## src/rtl/bbp_pkg.sv

```systemverilog
// shared constants, types and the binomial table of the bernstein basis product
package bbp_pkg;

  localparam int NUM_DIMS      = 4;
  localparam int MAX_DEGREE    = 15;
  localparam int FRAC_BITS_DEF = 16;

  localparam int COORD_W      = 17;
  localparam int CFG_W        = 4;
  localparam int NUM_REGS     = 8;
  localparam int NUM_CFG_DIMS = 4;
  localparam int DIM_IDX_W    = 2;
  localparam int DIM_W        = 3;
  localparam int ADDR_W       = 5;
  localparam int DATA_W       = 32;
  localparam int COEF_W       = 13;
  localparam int BINOM_N      = 16;

  localparam logic [COORD_W-1:0] COORD_ONE = 17'h10000;

  typedef logic [2:0] op_t;

  localparam op_t OP_NONE   = 3'd0;
  localparam op_t OP_LOAD   = 3'd1;
  localparam op_t OP_XPOW   = 3'd2;
  localparam op_t OP_YPOW   = 3'd3;
  localparam op_t OP_MERGE  = 3'd4;
  localparam op_t OP_SCALE  = 3'd5;
  localparam op_t OP_UPDATE = 3'd6;
  localparam op_t OP_EMIT   = 3'd7;

  typedef logic [CFG_W-1:0]  cfg_val_t;
  typedef logic [COEF_W-1:0] coef_t;

  typedef struct packed {
    cfg_val_t [NUM_CFG_DIMS-1:0] degree;
    cfg_val_t [NUM_CFG_DIMS-1:0] index;
  } cfg_t;

  typedef struct packed {
    op_t   op;
    coef_t coef;
    logic  bad;
  } cmd_t;

  typedef coef_t [BINOM_N*BINOM_N-1:0] binom_tab_t;

  // pascal triangle, entry {n, j}; entries with j above n stay zero
  function automatic binom_tab_t build_binom();
    binom_tab_t t;
    t = '0;
    for (int n = 0; n < BINOM_N; n++) begin
      for (int j = 0; j < BINOM_N; j++) begin
        if (j == 0) begin
          t[n*BINOM_N] = coef_t'(1);
        end else if (n > 0) begin
          t[n*BINOM_N+j] = t[(n-1)*BINOM_N+j-1] + t[(n-1)*BINOM_N+j];
        end
      end
    end
    return t;
  endfunction

  localparam binom_tab_t BINOM = build_binom();

endpackage

```

## src/rtl/bbp_regs.sv

```systemverilog
// apb configuration registers: degree and index of each dimension
module bbp_regs (
  input  logic                         clk_i,
  input  logic                         rst_ni,
  input  logic                         psel,
  input  logic                         penable,
  input  logic                         pwrite,
  input  logic [bbp_pkg::ADDR_W-1:0]   paddr,
  input  logic [bbp_pkg::DATA_W-1:0]   pwdata,
  output logic [bbp_pkg::DATA_W-1:0]   prdata,
  output logic                         pready,
  output bbp_pkg::cfg_t                cfg_o
);

  bbp_pkg::cfg_val_t [bbp_pkg::NUM_REGS-1:0] reg_q;
  logic [bbp_pkg::ADDR_W-3:0]                reg_idx;
  logic                                      wr_en;

  assign reg_idx = paddr[bbp_pkg::ADDR_W-1:2];
  assign wr_en   = psel & penable & pwrite;
  assign pready  = 1'b1;
  assign prdata  = bbp_pkg::DATA_W'(reg_q[reg_idx]);

  always_ff @(posedge clk_i or negedge rst_ni) begin
    if (!rst_ni) begin
      reg_q <= '0;
    end else if (wr_en) begin
      reg_q[reg_idx] <= pwdata[bbp_pkg::CFG_W-1:0];
    end
  end

  // even registers hold degrees, odd ones indexes
  always_comb begin
    for (int d = 0; d < bbp_pkg::NUM_CFG_DIMS; d++) begin
      cfg_o.degree[d] = reg_q[2*d];
      cfg_o.index[d]  = reg_q[2*d+1];
    end
  end

endmodule

```

## src/rtl/bbp_ctrl.sv

```systemverilog
// sequencer: walks each coordinate through the power, merge, scale and update steps
module bbp_ctrl (
  input  logic          clk_i,
  input  logic          rst_ni,
  input  logic          in_valid_i,
  input  logic          last_coord_i,
  output logic          in_stall_o,
  input  logic          out_stall_i,
  output logic          out_valid_o,
  input  bbp_pkg::cfg_t cfg_i,
  output bbp_pkg::cmd_t cmd_o
);

  localparam logic [2:0] S_IDLE   = 3'd0;
  localparam logic [2:0] S_XPOW   = 3'd1;
  localparam logic [2:0] S_YPOW   = 3'd2;
  localparam logic [2:0] S_MERGE  = 3'd3;
  localparam logic [2:0] S_SCALE  = 3'd4;
  localparam logic [2:0] S_UPDATE = 3'd5;
  localparam logic [2:0] S_DONE   = 3'd6;

  localparam int DEG_CMP_W = bbp_pkg::CFG_W + 1;
  localparam logic [bbp_pkg::DIM_W-1:0] DIM_LIMIT = bbp_pkg::DIM_W'(bbp_pkg::NUM_DIMS);
  localparam logic [DEG_CMP_W-1:0]      DEG_LIMIT = DEG_CMP_W'(bbp_pkg::MAX_DEGREE);

  logic [2:0]                 state_q, state_d;
  bbp_pkg::cfg_val_t          cnt_q, cnt_d;
  bbp_pkg::cfg_val_t          rem_q, rem_d;
  bbp_pkg::cfg_val_t          deg_q, deg_d;
  bbp_pkg::cfg_val_t          idx_q, idx_d;
  logic                       last_q, last_d;
  logic [bbp_pkg::DIM_W-1:0]  dim_q, dim_d;
  logic                       err_q, err_d;
  logic                       out_valid_q, out_valid_d;

  bbp_pkg::cfg_val_t n_cur, j_cur;
  logic              over_dims, bad_cfg, out_free;

  assign n_cur     = cfg_i.degree[dim_q[bbp_pkg::DIM_IDX_W-1:0]];
  assign j_cur     = cfg_i.index[dim_q[bbp_pkg::DIM_IDX_W-1:0]];
  assign over_dims = dim_q >= DIM_LIMIT;
  assign bad_cfg   = (j_cur > n_cur) || ({1'b0, n_cur} > DEG_LIMIT);
  assign out_free  = ~out_valid_q | ~out_stall_i;

  assign in_stall_o  = state_q != S_IDLE;
  assign out_valid_o = out_valid_q;

  always_comb begin
    state_d     = state_q;
    cnt_d       = cnt_q;
    rem_d       = rem_q;
    deg_d       = deg_q;
    idx_d       = idx_q;
    last_d      = last_q;
    dim_d       = dim_q;
    err_d       = err_q;
    out_valid_d = out_valid_q & out_stall_i;
    cmd_o.op    = bbp_pkg::OP_NONE;
    cmd_o.coef  = bbp_pkg::BINOM[{deg_q, idx_q}];
    cmd_o.bad   = err_q;

    unique case (state_q)
      S_IDLE: begin
        if (in_valid_i) begin
          last_d = last_coord_i;
          if (over_dims) begin
            err_d   = 1'b1;
            state_d = last_coord_i ? S_DONE : S_IDLE;
          end else begin
            dim_d = dim_q + 1'b1;
            if (bad_cfg) begin
              // flagged coordinate leaves the product alone
              err_d   = 1'b1;
              state_d = last_coord_i ? S_DONE : S_IDLE;
            end else begin
              cmd_o.op = bbp_pkg::OP_LOAD;
              cnt_d    = j_cur;
              rem_d    = n_cur - j_cur;
              deg_d    = n_cur;
              idx_d    = j_cur;
              state_d  = S_XPOW;
            end
          end
        end
      end
      S_XPOW: begin
        if (cnt_q == '0) begin
          state_d = S_YPOW;
        end else begin
          cmd_o.op = bbp_pkg::OP_XPOW;
          cnt_d    = cnt_q - 1'b1;
        end
      end
      S_YPOW: begin
        if (rem_q == '0) begin
          state_d = S_MERGE;
        end else begin
          cmd_o.op = bbp_pkg::OP_YPOW;
          rem_d    = rem_q - 1'b1;
        end
      end
      S_MERGE: begin
        cmd_o.op = bbp_pkg::OP_MERGE;
        state_d  = S_SCALE;
      end
      S_SCALE: begin
        cmd_o.op = bbp_pkg::OP_SCALE;
        state_d  = S_UPDATE;
      end
      S_UPDATE: begin
        cmd_o.op = bbp_pkg::OP_UPDATE;
        state_d  = last_q ? S_DONE : S_IDLE;
      end
      S_DONE: begin
        // wait for the output register, then start a fresh point
        if (out_free) begin
          cmd_o.op    = bbp_pkg::OP_EMIT;
          out_valid_d = 1'b1;
          dim_d       = '0;
          err_d       = 1'b0;
          state_d     = S_IDLE;
        end
      end
      default: begin
        state_d = S_IDLE;
      end
    endcase
  end

  always_ff @(posedge clk_i or negedge rst_ni) begin
    if (!rst_ni) begin
      state_q     <= S_IDLE;
      cnt_q       <= '0;
      rem_q       <= '0;
      deg_q       <= '0;
      idx_q       <= '0;
      last_q      <= 1'b0;
      dim_q       <= '0;
      err_q       <= 1'b0;
      out_valid_q <= 1'b0;
    end else begin
      state_q     <= state_d;
      cnt_q       <= cnt_d;
      rem_q       <= rem_d;
      deg_q       <= deg_d;
      idx_q       <= idx_d;
      last_q      <= last_d;
      dim_q       <= dim_d;
      err_q       <= err_d;
      out_valid_q <= out_valid_d;
    end
  end

endmodule

```

## src/rtl/bbp_dp.sv

```systemverilog
// datapath: one shared fixed-point multiplier with power, term and product registers
module bbp_dp #(
  parameter int FRAC_BITS = bbp_pkg::FRAC_BITS_DEF
) (
  input  logic                         clk_i,
  input  logic                         rst_ni,
  input  logic [bbp_pkg::COORD_W-1:0]  coordinate_i,
  input  bbp_pkg::cmd_t                cmd_i,
  output logic [bbp_pkg::COORD_W-1:0]  basis_value_o,
  output logic                         bad_setting_o
);

  localparam int VW  = FRAC_BITS + 1;
  localparam int MW  = (VW > bbp_pkg::COEF_W) ? VW : bbp_pkg::COEF_W;
  localparam int PW  = 2 * MW;
  localparam int SHR = (FRAC_BITS >= 16) ? FRAC_BITS - 16 : 0;
  localparam int SHL = (FRAC_BITS < 16) ? 16 - FRAC_BITS : 0;
  localparam int XW  = bbp_pkg::COORD_W + SHR;
  localparam int OW  = VW + SHL;

  localparam logic [VW-1:0] ONE = {1'b1, {FRAC_BITS{1'b0}}};

  logic [VW-1:0]               x_q, xp_q, yp_q, prod_q;
  logic [bbp_pkg::COORD_W-1:0] out_val_q;
  logic                        out_bad_q;

  logic [bbp_pkg::COORD_W-1:0] coord_sat, out_in;
  logic [VW-1:0]               x_in, shifted, sat;
  logic [MW-1:0]               op_a, op_b;
  logic [PW-1:0]               mul;

  assign coord_sat = (coordinate_i > bbp_pkg::COORD_ONE) ? bbp_pkg::COORD_ONE : coordinate_i;
  assign x_in      = VW'((XW'(coord_sat) << SHR) >> SHL);
  assign out_in    = bbp_pkg::COORD_W'((OW'(prod_q) >> SHR) << SHL);

  always_comb begin
    op_a = '0;
    op_b = '0;
    case (cmd_i.op)
      bbp_pkg::OP_XPOW: begin
        op_a = MW'(xp_q);
        op_b = MW'(x_q);
      end
      bbp_pkg::OP_YPOW: begin
        op_a = MW'(yp_q);
        op_b = MW'(ONE - x_q);
      end
      bbp_pkg::OP_MERGE: begin
        op_a = MW'(xp_q);
        op_b = MW'(yp_q);
      end
      bbp_pkg::OP_SCALE: begin
        op_a = MW'(xp_q);
        op_b = MW'(cmd_i.coef);
      end
      bbp_pkg::OP_UPDATE: begin
        op_a = MW'(prod_q);
        op_b = MW'(xp_q);
      end
      default: begin
        op_a = '0;
        op_b = '0;
      end
    endcase
  end

  assign mul     = PW'(op_a) * PW'(op_b);
  assign shifted = VW'(mul >> FRAC_BITS);
  // binomial scaling is not renormalized, only clipped at one
  assign sat     = (mul > PW'(ONE)) ? ONE : VW'(mul);

  always_ff @(posedge clk_i) begin
    case (cmd_i.op)
      bbp_pkg::OP_LOAD: begin
        x_q  <= x_in;
        xp_q <= ONE;
        yp_q <= ONE;
      end
      bbp_pkg::OP_XPOW:  xp_q <= shifted;
      bbp_pkg::OP_YPOW:  yp_q <= shifted;
      bbp_pkg::OP_MERGE: xp_q <= shifted;
      bbp_pkg::OP_SCALE: xp_q <= sat;
      bbp_pkg::OP_EMIT: begin
        out_val_q <= cmd_i.bad ? '0 : out_in;
        out_bad_q <= cmd_i.bad;
      end
      default: ;
    endcase
  end

  always_ff @(posedge clk_i or negedge rst_ni) begin
    if (!rst_ni) begin
      prod_q <= ONE;
    end else begin
      case (cmd_i.op)
        bbp_pkg::OP_UPDATE: prod_q <= shifted;
        bbp_pkg::OP_EMIT:   prod_q <= ONE;
        default: ;
      endcase
    end
  end

  assign basis_value_o = out_val_q;
  assign bad_setting_o = out_bad_q;

endmodule

```

## src/rtl/bernstein_basis_product.sv

```systemverilog
// Tensor-product Bernstein basis evaluator. Each transaction on the input brings one coordinate
// (unsigned Q1.16, saturated at 1.0); the coordinate of dimension d contributes
// C(n,j) * x^j * (1-x)^(n-j) with n and j from that dimension's registers, and the transaction
// marked last_coord ends the point and yields one result transaction with the truncated Q1.16
// product, or zero with bad_setting set when an index exceeded its degree, a degree exceeded
// the supported maximum or more than four coordinates arrived. All arithmetic runs on a single
// shared multiplier, so one item at a time is in flight: a valid coordinate runs a load, j steps
// for x^j, n - j steps for (1-x)^(n-j), two loop exits, a merge, a binomial scale and a product
// update; a flagged coordinate skips these steps; the last coordinate of a point adds a step that
// moves the result into the output register, waiting there while a stalled result is held.
// A waiting result does not block the next coordinate. Registers are written over
// the APB port at byte address 4*i in the order degree0, index0, ... degree3, index3.
module bernstein_basis_product #(
  parameter int FRAC_BITS = bbp_pkg::FRAC_BITS_DEF
) (
  input  logic                         clk_i,
  input  logic                         rst_ni,
  input  logic                         in_valid_i,
  output logic                         in_stall_o,
  input  logic [bbp_pkg::COORD_W-1:0]  coordinate_i,
  input  logic                         last_coord_i,
  output logic                         out_valid_o,
  input  logic                         out_stall_i,
  output logic [bbp_pkg::COORD_W-1:0]  basis_value_o,
  output logic                         bad_setting_o,
  input  logic                         psel,
  input  logic                         penable,
  input  logic                         pwrite,
  input  logic [bbp_pkg::ADDR_W-1:0]   paddr,
  input  logic [bbp_pkg::DATA_W-1:0]   pwdata,
  output logic [bbp_pkg::DATA_W-1:0]   prdata,
  output logic                         pready
);

  bbp_pkg::cfg_t cfg;
  bbp_pkg::cmd_t cmd;

  bbp_regs u_regs (
    .clk_i   (clk_i),
    .rst_ni  (rst_ni),
    .psel    (psel),
    .penable (penable),
    .pwrite  (pwrite),
    .paddr   (paddr),
    .pwdata  (pwdata),
    .prdata  (prdata),
    .pready  (pready),
    .cfg_o   (cfg)
  );

  bbp_ctrl u_ctrl (
    .clk_i        (clk_i),
    .rst_ni       (rst_ni),
    .in_valid_i   (in_valid_i),
    .last_coord_i (last_coord_i),
    .in_stall_o   (in_stall_o),
    .out_stall_i  (out_stall_i),
    .out_valid_o  (out_valid_o),
    .cfg_i        (cfg),
    .cmd_o        (cmd)
  );

  bbp_dp #(
    .FRAC_BITS (FRAC_BITS)
  ) u_dp (
    .clk_i         (clk_i),
    .rst_ni        (rst_ni),
    .coordinate_i  (coordinate_i),
    .cmd_i         (cmd),
    .basis_value_o (basis_value_o),
    .bad_setting_o (bad_setting_o)
  );

endmodule

```

## config.mk

```make
export PLATFORM = sky130hd
export DESIGN_NAME = bernstein_basis_product
export DESIGN_NICKNAME = d
export VERILOG_FILES = /design/src/rtl/bbp_pkg.sv /design/src/rtl/bbp_regs.sv /design/src/rtl/bbp_ctrl.sv /design/src/rtl/bbp_dp.sv /design/src/rtl/bernstein_basis_product.sv
export SDC_FILE = /design/constraint.sdc
export NUM_CORES = 1
export LEC_CHECK = 0
export BUFFER_PORTS_ARGS = -buffer_cell sky130_fd_sc_hd__buf_2
export CORE_ASPECT_RATIO = 0.5
export CORE_UTILIZATION = 50
export DETAILED_ROUTE_END_ITERATION = 10
export PLACE_DENSITY = 0.68
export SLEW_MARGIN = 10
export SYNTH_ARGS = -nofsm -noshare
export SYNTH_HDL_FRONTEND = slang
export SYNTH_SLANG_ARGS = --single-unit
```

## constraint.sdc

```tcl
create_clock -name clk_i -period 10.1 [get_ports clk_i]
set_input_delay 2.525 -clock clk_i [delete_from_list [all_inputs] [get_ports clk_i]]
set_output_delay 2.525 -clock clk_i [all_outputs]
set_load 0.01 [all_outputs]
```

; After elaboration in Yosys (flattened, before gate mapping)
; Memory sizes are Yosys's and may differ from the RTL's.
; Cells that the tools add are included.
[totals]
rom_bits = 3328
reg_bits = 143
n_memories = 1
input_bits = 62
wordCells = 140
[op_classes]
n_eq_ne = 22
multipliers = 1
magnitude_cmp = 8
add_sub_neg = 5
n_mux = 52
bitwise_logic = 8
n_reduce_logical = 20
[memory_table]
columns = memory, words, width, read_ports, rd_clocked_by_memory_dff, wr, line_no
row1 = (name not given), 256, 13, 1, 0, 0, bbp_ctrl.sv:59  ; cmd_o.coef = bbp_pkg::BINOM[{deg_q, idx_q}];
[op_table]
columns = op, count
row1 = $pmux 17 s3, 2
row2 = $pmux 17 s5, 1
row3 = $pmux 17 s2, 2
row4 = $mux 4, 12
row5 = $pmux 3 s7, 2
row6 = $mux 3, 13
row7 = $gt 34x17->1 const B, 1
row8 = $mul 17x17->34, 1
row9 = $bwmux 32, 1
row10 = $eq 3x3->1 const B, 7
row11 = $gt 17x17->1 const B, 1
row12 = $mux 17, 1
row13 = $sub 17x17->17 const A, 1
row14 = $bmux 4 s2, 2
row15 = $pmux 4 s2, 2
row16 = $reduce_and 4->1, 4
row17 = $mux 13, 1
row18 = $bmux 4 s3, 1
row19 = $demux 4 s3, 1
row20 = $eq 3x2->1 const B, 4
row21 = $ne 2x2->1 const B, 5
row22 = $reduce_and 5->1, 2
row23 = $reduce_bool 2->1, 5
row24 = $lt 8x9->1 const B, 1
row25 = other kinds (25), 43

; Depth between registers and ports, before layout
; Gate-level depths: netlist of the first run.
[depth]
depth_word = 14
depth_mapped = 38
ltp_nobuf = 33

; Modules after synthesis
; A second synthesis of the first run with hierarchy kept.
[hier_totals]
cells_unflattened = 2175
hier_area_um2 = 19736.4
[modules_own_cells]
columns = mod, cells_per_inst, n_inst, seq_area_each_um2, area_each_um2
row1 = bbp_dp, 1602, 1, 2498.6, 14585.2
row2 = bbp_ctrl, 450, 1, 625.6, 3402.0
row3 = bbp_regs, 123, 1, 800.8, 1749.2

; Worst setup path before layout of the first run
; OpenSTA, ideal clock, no wires.
[synth_path]
path_type = reg2reg
start = register u_dp.x_q[0]
end = register u_dp.xp_q[16] (data pin)
path_buffers = 2
setup_time_ns = 0.268
synth_period_minus_slack_ns = 9.294
required_time_ns = 9.832
t_arrival_ns = 9.026
path_stages_with_launch = 31
slack_ns = 0.806
cell_sequence = edfxtp_1 -> inv_1 -> ha_1 -> or3b_2 -> or3_1 -> or3_1 -> or3_1 -> nor4_1 -> xor2_1 -> a221oi_1 -> nor2_1 -> fa_1 -> fa_1 -> fa_1 -> fa_1 -> fa_1 -> inv_1 -> fa_1 -> inv_1 -> ha_1 -> buf_6 -> a21oi_1 -> o21ai_0 -> a21oi_1 -> a31oi_2 -> xnor2_2 -> nand3_1 -> or4_1 -> or4_1 -> buf_6 -> a2bb2oi_1
[synth_via]
elab_chain_cells = 6
[synth_lines]
columns = item, line_no
row1 = "start, declared", bbp_dp.sv:23  ; logic [VW-1:0] x_q, xp_q, yp_q, prod_q;
row2 = "start signal, assigned", bbp_dp.sv:75  ; x_q <= x_in;
row3 = $sub 17x17->17, bbp_dp.sv:46  ; op_b = MW'(ONE - x_q);
row4 = $pmux 17 s5 (*), bbp_dp.sv:39  ; case (cmd_i.op)
row5 = $mul 17x17->34 (*), bbp_dp.sv:67  ; assign mul = PW'(op_a) * PW'(op_b);
row6 = $gt 34x17->1, bbp_dp.sv:70  ; assign sat = (mul > PW'(ONE)) ? ONE : VW'(mul);
row7 = $mux 17, bbp_dp.sv:70
row8 = $pmux 17 s3 (*), bbp_dp.sv:73  ; case (cmd_i.op)
row9 = "end signal, assigned", bbp_dp.sv:79  ; bbp_pkg::OP_XPOW: xp_q <= shifted;
row10 = "end signal, assigned", bbp_dp.sv:81  ; bbp_pkg::OP_MERGE: xp_q <= shifted;
row11 = "end signal, assigned", bbp_dp.sv:82  ; bbp_pkg::OP_SCALE: xp_q <= sat;
row12 = "end, declared", bbp_dp.sv:23
; Mark *: on every way between the ends. The rest lies on a longest branch, timed or not.
; A chain may end at the register's enable or synchronous reset.

; Final worst setup path of the first run
[layout_path]
start = register u_dp.x_q[1]
end = register u_dp.xp_q[16] (data pin)
; Same word-level chain as after synthesis.

==> results.cfg, run 1 <==
[run_status]
status = finished clean

[critical_path]
startpoint_type = flop
required_ps = 10280
cp_max_fo = 20
cp.buffers_inverters = 7
cp_slowest_cell = fa_1
setup.worst_path.class = flop to flop
critPathTopFamily = adder cells
critPathArrivalTime_ps = 9940
crit_path_max_incr_delay_ps = 550
cp-end-kind = flop
crit_top_cell = fa_1

[cts]
clk_latency_ps = 430
cts_buffer_depth = 2
cts_made_buffers = 17
h-tree-depth = 4
cts.sinks = 143
root_buffer = clkbuf_16
postCtsHoldBufs = 0
clkSlewWorstSetupHoldPaths_ps = 70
cts_tree = built

[global_route]
grt_first_pass_wirelength_um = 88200
antenna_found_initial = 0
grt.busiest_layer = met2
globalRoute.totalOverflow = 0
grtUsageMet3_pct = 5.15
grtUsageMet1_pct = 40.2
grt_usage_pct = 28.9
grt_pass1_vias = 15800
grt_max_degree = 75
met2_usage_pct = 46.0

[placement]
placed_area_um2 = 20400
port_buffers = 55
hpwl_um = 43700
routabilityCongestion = 1.03
dp_cells = 2768

[yosys]
synthMuxAreaShare_pct = 4.41
synthSimpleGateAreaFrac_pct = 17.8
seq_area_frac_synth_pct = 20.2
synth-compound-area-share_pct = 14.2
ys_seq_elements = 143
syn_area_um2 = 19500
synthCells = 2244
synth_top_family_by_area = adder cells
synth_xor_area_share_pct = 1.43
synth_cell_types = 90
ys_warn_count = 0
synth_edf_count = 69
syn_avg_cell_area_um2 = 8.68
yosys_most_used_dff = dfrtp_1
synthAdderAreaFrac_pct = 31.8
async_flop_share_pct = 51.7

[sta]
slew_viol_final = 0
fmax_mhz = 102
fin_crit_sh_pct = 96.6
worst_clock_skew_ps = 14.6
setup_violations = 0
worst-slew-pin-transition_ps = 1080
hold_viol = 0
slew_headroom_pct = 27.6
grt_setup_unrepaired = yes
finalCriticalPeriod_ps = 9760
tns_ps = 0

[layout]
diodes = 0
fin_cells = 2802
fillCellCount = 3468
drive_gt1_share_pct = 11.6
layout.nets = 2691
final_common_cell = inv_1
seqCellArea_um2 = 3930
multi_input_area_um2 = 13700
syn2layout_area_growth_pct = 7.97
finalInstanceArea_um2 = 21000
final_cell_mix = inv_1 (324), nand2_1 (315), fa_1 (225)

[route]
viasPerCell = 5.87
final_antenna_net_count = 0
drc_errors = 0
drt_pass1_iterations = 6
wirelength_um = 55900
num_vias = 16400
wl_per_cell_um = 19.9
drt_iter0_markers = 1957

[floorplan]
die-area_um2 = 39800
core_um2 = 37800
fp-row-count = 50
ioPinCount = 115
die_h_um = 142
die_w_um = 281
start_util_pct = 51.5

[flow_run]
maxCapViolations = 0

[hold_path]
hold_class = flop to flop
## repair_timing
action,CTS,global route
gates resized for setup,0,9
setup buffers,0,2
setup endpoints to repair,0,19
## registers in the layout (all words and copies together), names as in the netlist
name,cells
u_dp.x_q,17
u_ctrl.deg_q,4
u_ctrl.rem_q,4
u_dp.bad_setting_o,1
u_ctrl.err_q,1
u_dp.xp_q,17
u_regs.cfg_o,32
u_dp.out_in,17
u_ctrl.last_q,1
u_ctrl.state_q,3
u_ctrl.cnt_q,4
u_dp.basis_value_o,17
u_ctrl.dim_q,3
u_ctrl.idx_q,4
u_ctrl.out_valid_o,1
u_dp.yp_q,17
## layout make-up
cell class              count  area share [%]
repair buffers            140            4.45
flip-flops and latches    143            18.7
multi-input cells        1642            65.2
inverters                 325            5.80
well taps                 520            3.09
clock buffers              17            2.02
clock inverters            15           0.785
## synthesized netlist by cell type (all sizes together), types with 7 or more instances
cell    count  area (µm²)
a211oi     15         125
a21o       12        90.1
a21oi      84         420
a221oi      9        96.4
a22oi      31         233
a31oi      16         106
and2       45         282
and3       12        75.1
buf        61         390
clkbuf    100         377
dfrtp      73        1830
edfxtp     69        2070
fa        225        4500
ha        135        1690
inv       324        1220
mux2       35         394
mux2i      15         150
mux4       14         315
nand2     316        1190
nand2b     26         163
nand3      35         180
nand3b      7        52.6
nand4       7        43.8
nor2      177         664
nor2b      52         325
nor3       27         135
nor4        9        56.3
o211ai     17         128
o21a        8        60.1
o21ai      95         487
o22ai      37         294
o311ai      7        61.3
o31ai      13         111
or2         8        50.1
or3        12        75.1
xnor2      22         200
xor2        9        78.8
## layer usage
metal  share of wire (%)  wire length [µm]
met3                 9.7              5440
met5                   0                 0
met4                 2.9              1630
met1                  42             23300
met2                  46             25600
## worst min-delay path, stage by stage (launching register included)
cell and delay (ps):
dfrtp_1 370, nand2_1 50, nand2_1 50
## worst paths after layout
path,cells past startpoint,slack (ps),startpoint,to
min in group asynchronous,1,2230,rst_ni,u_regs.cfg_o[8]
hold / removal,2,510,u_ctrl.last_q,u_ctrl.last_q
max in group asynchronous,1,7250,rst_ni,u_dp.out_in[6]
setup / recovery,32,340,u_dp.x_q[1],u_dp.xp_q[16]
hold reg to reg,2,510,u_ctrl.last_q,u_ctrl.last_q
setup reg to reg,32,340,u_dp.x_q[1],u_dp.xp_q[16]
## per-stage QoR
| stage | setup WS [ps] | hold WS (ps) | util, % |
|---|---|---|---|
| floorplan | 806 | 466 | - |
| global placement | 270 | 488 | 53.9 |
| detailed placement | 237 | 496 | 53.9 |
| CTS | 189 | 514 | 55.4 |
| global route | -14.9 | 531 | 55.6 |
| finish | 339 | 507 | 55.6 |
## kinds of logic after synthesis
kind of cell | Yosys count
simple gates | 754
buf+inv | 486
compound gates | 404
fa+ha+maj | 360
flops | 143
mux | 64
xor+xnor | 31
other cells | 2
Power of run 1 is left out: the tool's default activity adds up to more than one toggle a clock period on the data nets, which glitch-free logic cannot reach.
==> run 2, diff against run 1 <==
--- a/config.mk
+++ b/config.mk
@@ -6,10 +6,12 @@
 export NUM_CORES = 1
 export LEC_CHECK = 0
 export BUFFER_PORTS_ARGS = -buffer_cell sky130_fd_sc_hd__buf_2
+export CELL_PAD_IN_SITES_DETAIL_PLACEMENT = 1
+export CELL_PAD_IN_SITES_GLOBAL_PLACEMENT = 1
 export CORE_ASPECT_RATIO = 0.5
-export CORE_UTILIZATION = 50
+export CORE_UTILIZATION = 44
 export DETAILED_ROUTE_END_ITERATION = 10
-export PLACE_DENSITY = 0.68
+export PLACE_DENSITY_LB_ADDON = 0.1
 export SLEW_MARGIN = 10
 export SYNTH_ARGS = -nofsm -noshare
 export SYNTH_HDL_FRONTEND = slang
==> constraint.sdc (replaced) <==
create_clock -name clk_i -period 8.2 [get_ports clk_i]
set_input_delay 2.05 -clock clk_i [delete_from_list [all_inputs] [get_ports clk_i]]
set_output_delay 2.05 -clock clk_i [all_outputs]
set_load 0.01 [all_outputs]
==> results.cfg, run 2 (synthesis gave the netlist of run 1 again) <==
[critical_path]
reg2reg_depth = 31
r2r_slack_ps = -1340
crit_path_max_incr_delay_ps = 600
startpoint_type = flop
r2r_start = u_dp.x_q[0]
crit_top_cell = fa_1
setup.worst_path.class = flop to flop
cp-end-kind = flop
regToRegEndpoint = u_dp.xp_q[15]
cp_slowest_cell = or4_4
critPathArrivalTime_ps = 9820
cp_max_fo = 6
required_ps = 8480

[sta]
finalCriticalPeriod_ps = 9540
fin_ws_ps = -1340
grt_setup_unrepaired = yes
slew_viol_final = 0
slew_headroom_pct = 15.1
hold_viol = 0
setup_violations = 47
worst_clock_skew_ps = 12.4
fmax_mhz = 105
worst-slew-pin-transition_ps = 1270
fin_crit_sh_pct = 116

[route]
highest_layer = met4
drc_errors = 0
wl_per_cell_um = 23.2
met1_length_um = 32300
viasPerCell = 5.70
drt_iter0_markers = 1531
drt_pass1_iterations = 5
wirelength_um = 76100
met3WireLength_um = 5190
num_vias = 18700
dr_wl_met2_um = 36500
final_antenna_net_count = 0

[layout]
fin_cells = 3281
final_common_cell = buf_4
finalInstanceArea_um2 = 25700
syn2layout_area_growth_pct = 31.8
final_cell_mix = buf_4 (422), nand2_1 (308), inv_1 (304)
fillCellCount = 5024
largest_register_ffs = 32
drive_gt1_share_pct = 30.0
layout.nets = 3100

[global_route]
grt_pass1_vias = 19500
grt_max_degree = 75
globalRoute.totalOverflow = 0
grt_usage_pct = 32.8
grt_first_pass_wirelength_um = 112000
antenna_found_initial = 1

[placement]
placed_area_um2 = 23800
routabilityCongestion = 0.941
hpwl_um = 59100
dp_cells = 3206
port_buffers = 55
place_ws_ps = -1350

[hold_path]
hold_class = flop to flop
whs_endpoint = u_ctrl.last_q
min-delay-start = u_ctrl.last_q
min_path_cells = 2

[cts]
cts_tree = built
clk_latency_ps = 440
cts_buffer_depth = 2
h-tree-depth = 4
root_buffer = clkbuf_16
cts.sinks = 143
cts_made_buffers = 17
clkSlewWorstSetupHoldPaths_ps = 70
postCtsHoldBufs = 0

[floorplan]
start_util_pct = 44.7
die-area_um2 = 45200
ioPinCount = 115
fp-row-count = 54
die_h_um = 151
die_w_um = 300
core_um2 = 43600

[flow_run]
maxCapViolations = 0

[run_status]
violations = setup timing
status = finished, violations left
-- run 2: cell count changes in the layout (fill, tap and decap cells not counted), moves of 8 or more --
cell	previous run	this run
ha_4	0	8
o21ai_0	86	73
buf_4	83	422
inv_2	0	20
buf_6	2	37
nor2_2	0	15
o22ai_1	27	18
nor2_1	177	158
a21oi_1	82	69
inv_1	324	304
o22ai_2	10	18
ha_1	134	126
buf_12	1	33
-- run 2: worst max-delay path by stage --
stage | start | to | slack (ps) | cells after the start
2_1_floorplan | u_dp.x_q[1] | u_dp.xp_q[16] | -650 | 32
3_3_place_gp | u_dp.x_q[0] | u_dp.xp_q[0] | -1230 | 35
3_5_place_dp | u_dp.x_q[0] | u_dp.xp_q[2] | -1350 | 35
4_1_cts | u_dp.x_q[1] | u_dp.xp_q[15] | -1010 | 33
5_1_grt | u_dp.x_q[0] | u_dp.xp_q[14] | -1520 | 33
6_report | u_dp.x_q[0] | u_dp.xp_q[15] | -1340 | 31
-- run 2: critical path, delay by kind of cell (launching register included) --
family                     cells  cell delay (ps)
xor gates and xnor gates       1              280
muxes                          1              260
DFF                            1              430
adders and majority gates      8             3450
AOI/OAI and AO/OA              5             1190
buffers and inverters          6              700
and+or+nand+nor               10             3040
-- run 2: per-stage QoR --
stage | utilization [%] | hold WS (ps) | setup TNS (ps)
global placement | 54.6 | 493 | -29850
CTS | 57.2 | 527 | -21040
floorplan | - | 466 | -10770
global route | 58.9 | 551 | -42500
finish | 58.9 | 525 | -33160
detailed placement | 54.6 | 513 | -35110
-- run 2: final cells by class --
| type | instances | area (µm²) | area share [%] |
|---|---|---|---|
| multi-input cells | 1642 | 14600 | 56.7 |
| diodes | 2 | 5.00 | 0.0195 |
| flip-flops and latches | 143 | 3930 | 15.3 |
| repair buffers | 549 | 4590 | 17.9 |
| clock inverters | 15 | 205 | 0.800 |
| inverters | 325 | 1220 | 4.75 |
| clock buffers | 17 | 425 | 1.66 |
| well taps | 588 | 736 | 2.87 |
-- run 2: layer usage --
layer / GRT usage (%) / vias to the layer above
met5: 0 / -
met4: 9.77 / 0
met3: 4.33 / 134
met2: 54.6 / 687
met1: 44.8 / 9615
li1: - / 8254
-- run 2: timing repair --
action,in CTS,in global routing
buffers inserted,17,33
setup endpoints to repair,51,51
pin swaps,37,29
gates resized for setup,80,125
gates cloned,2,0
Power of run 2 is left out for the same reason.
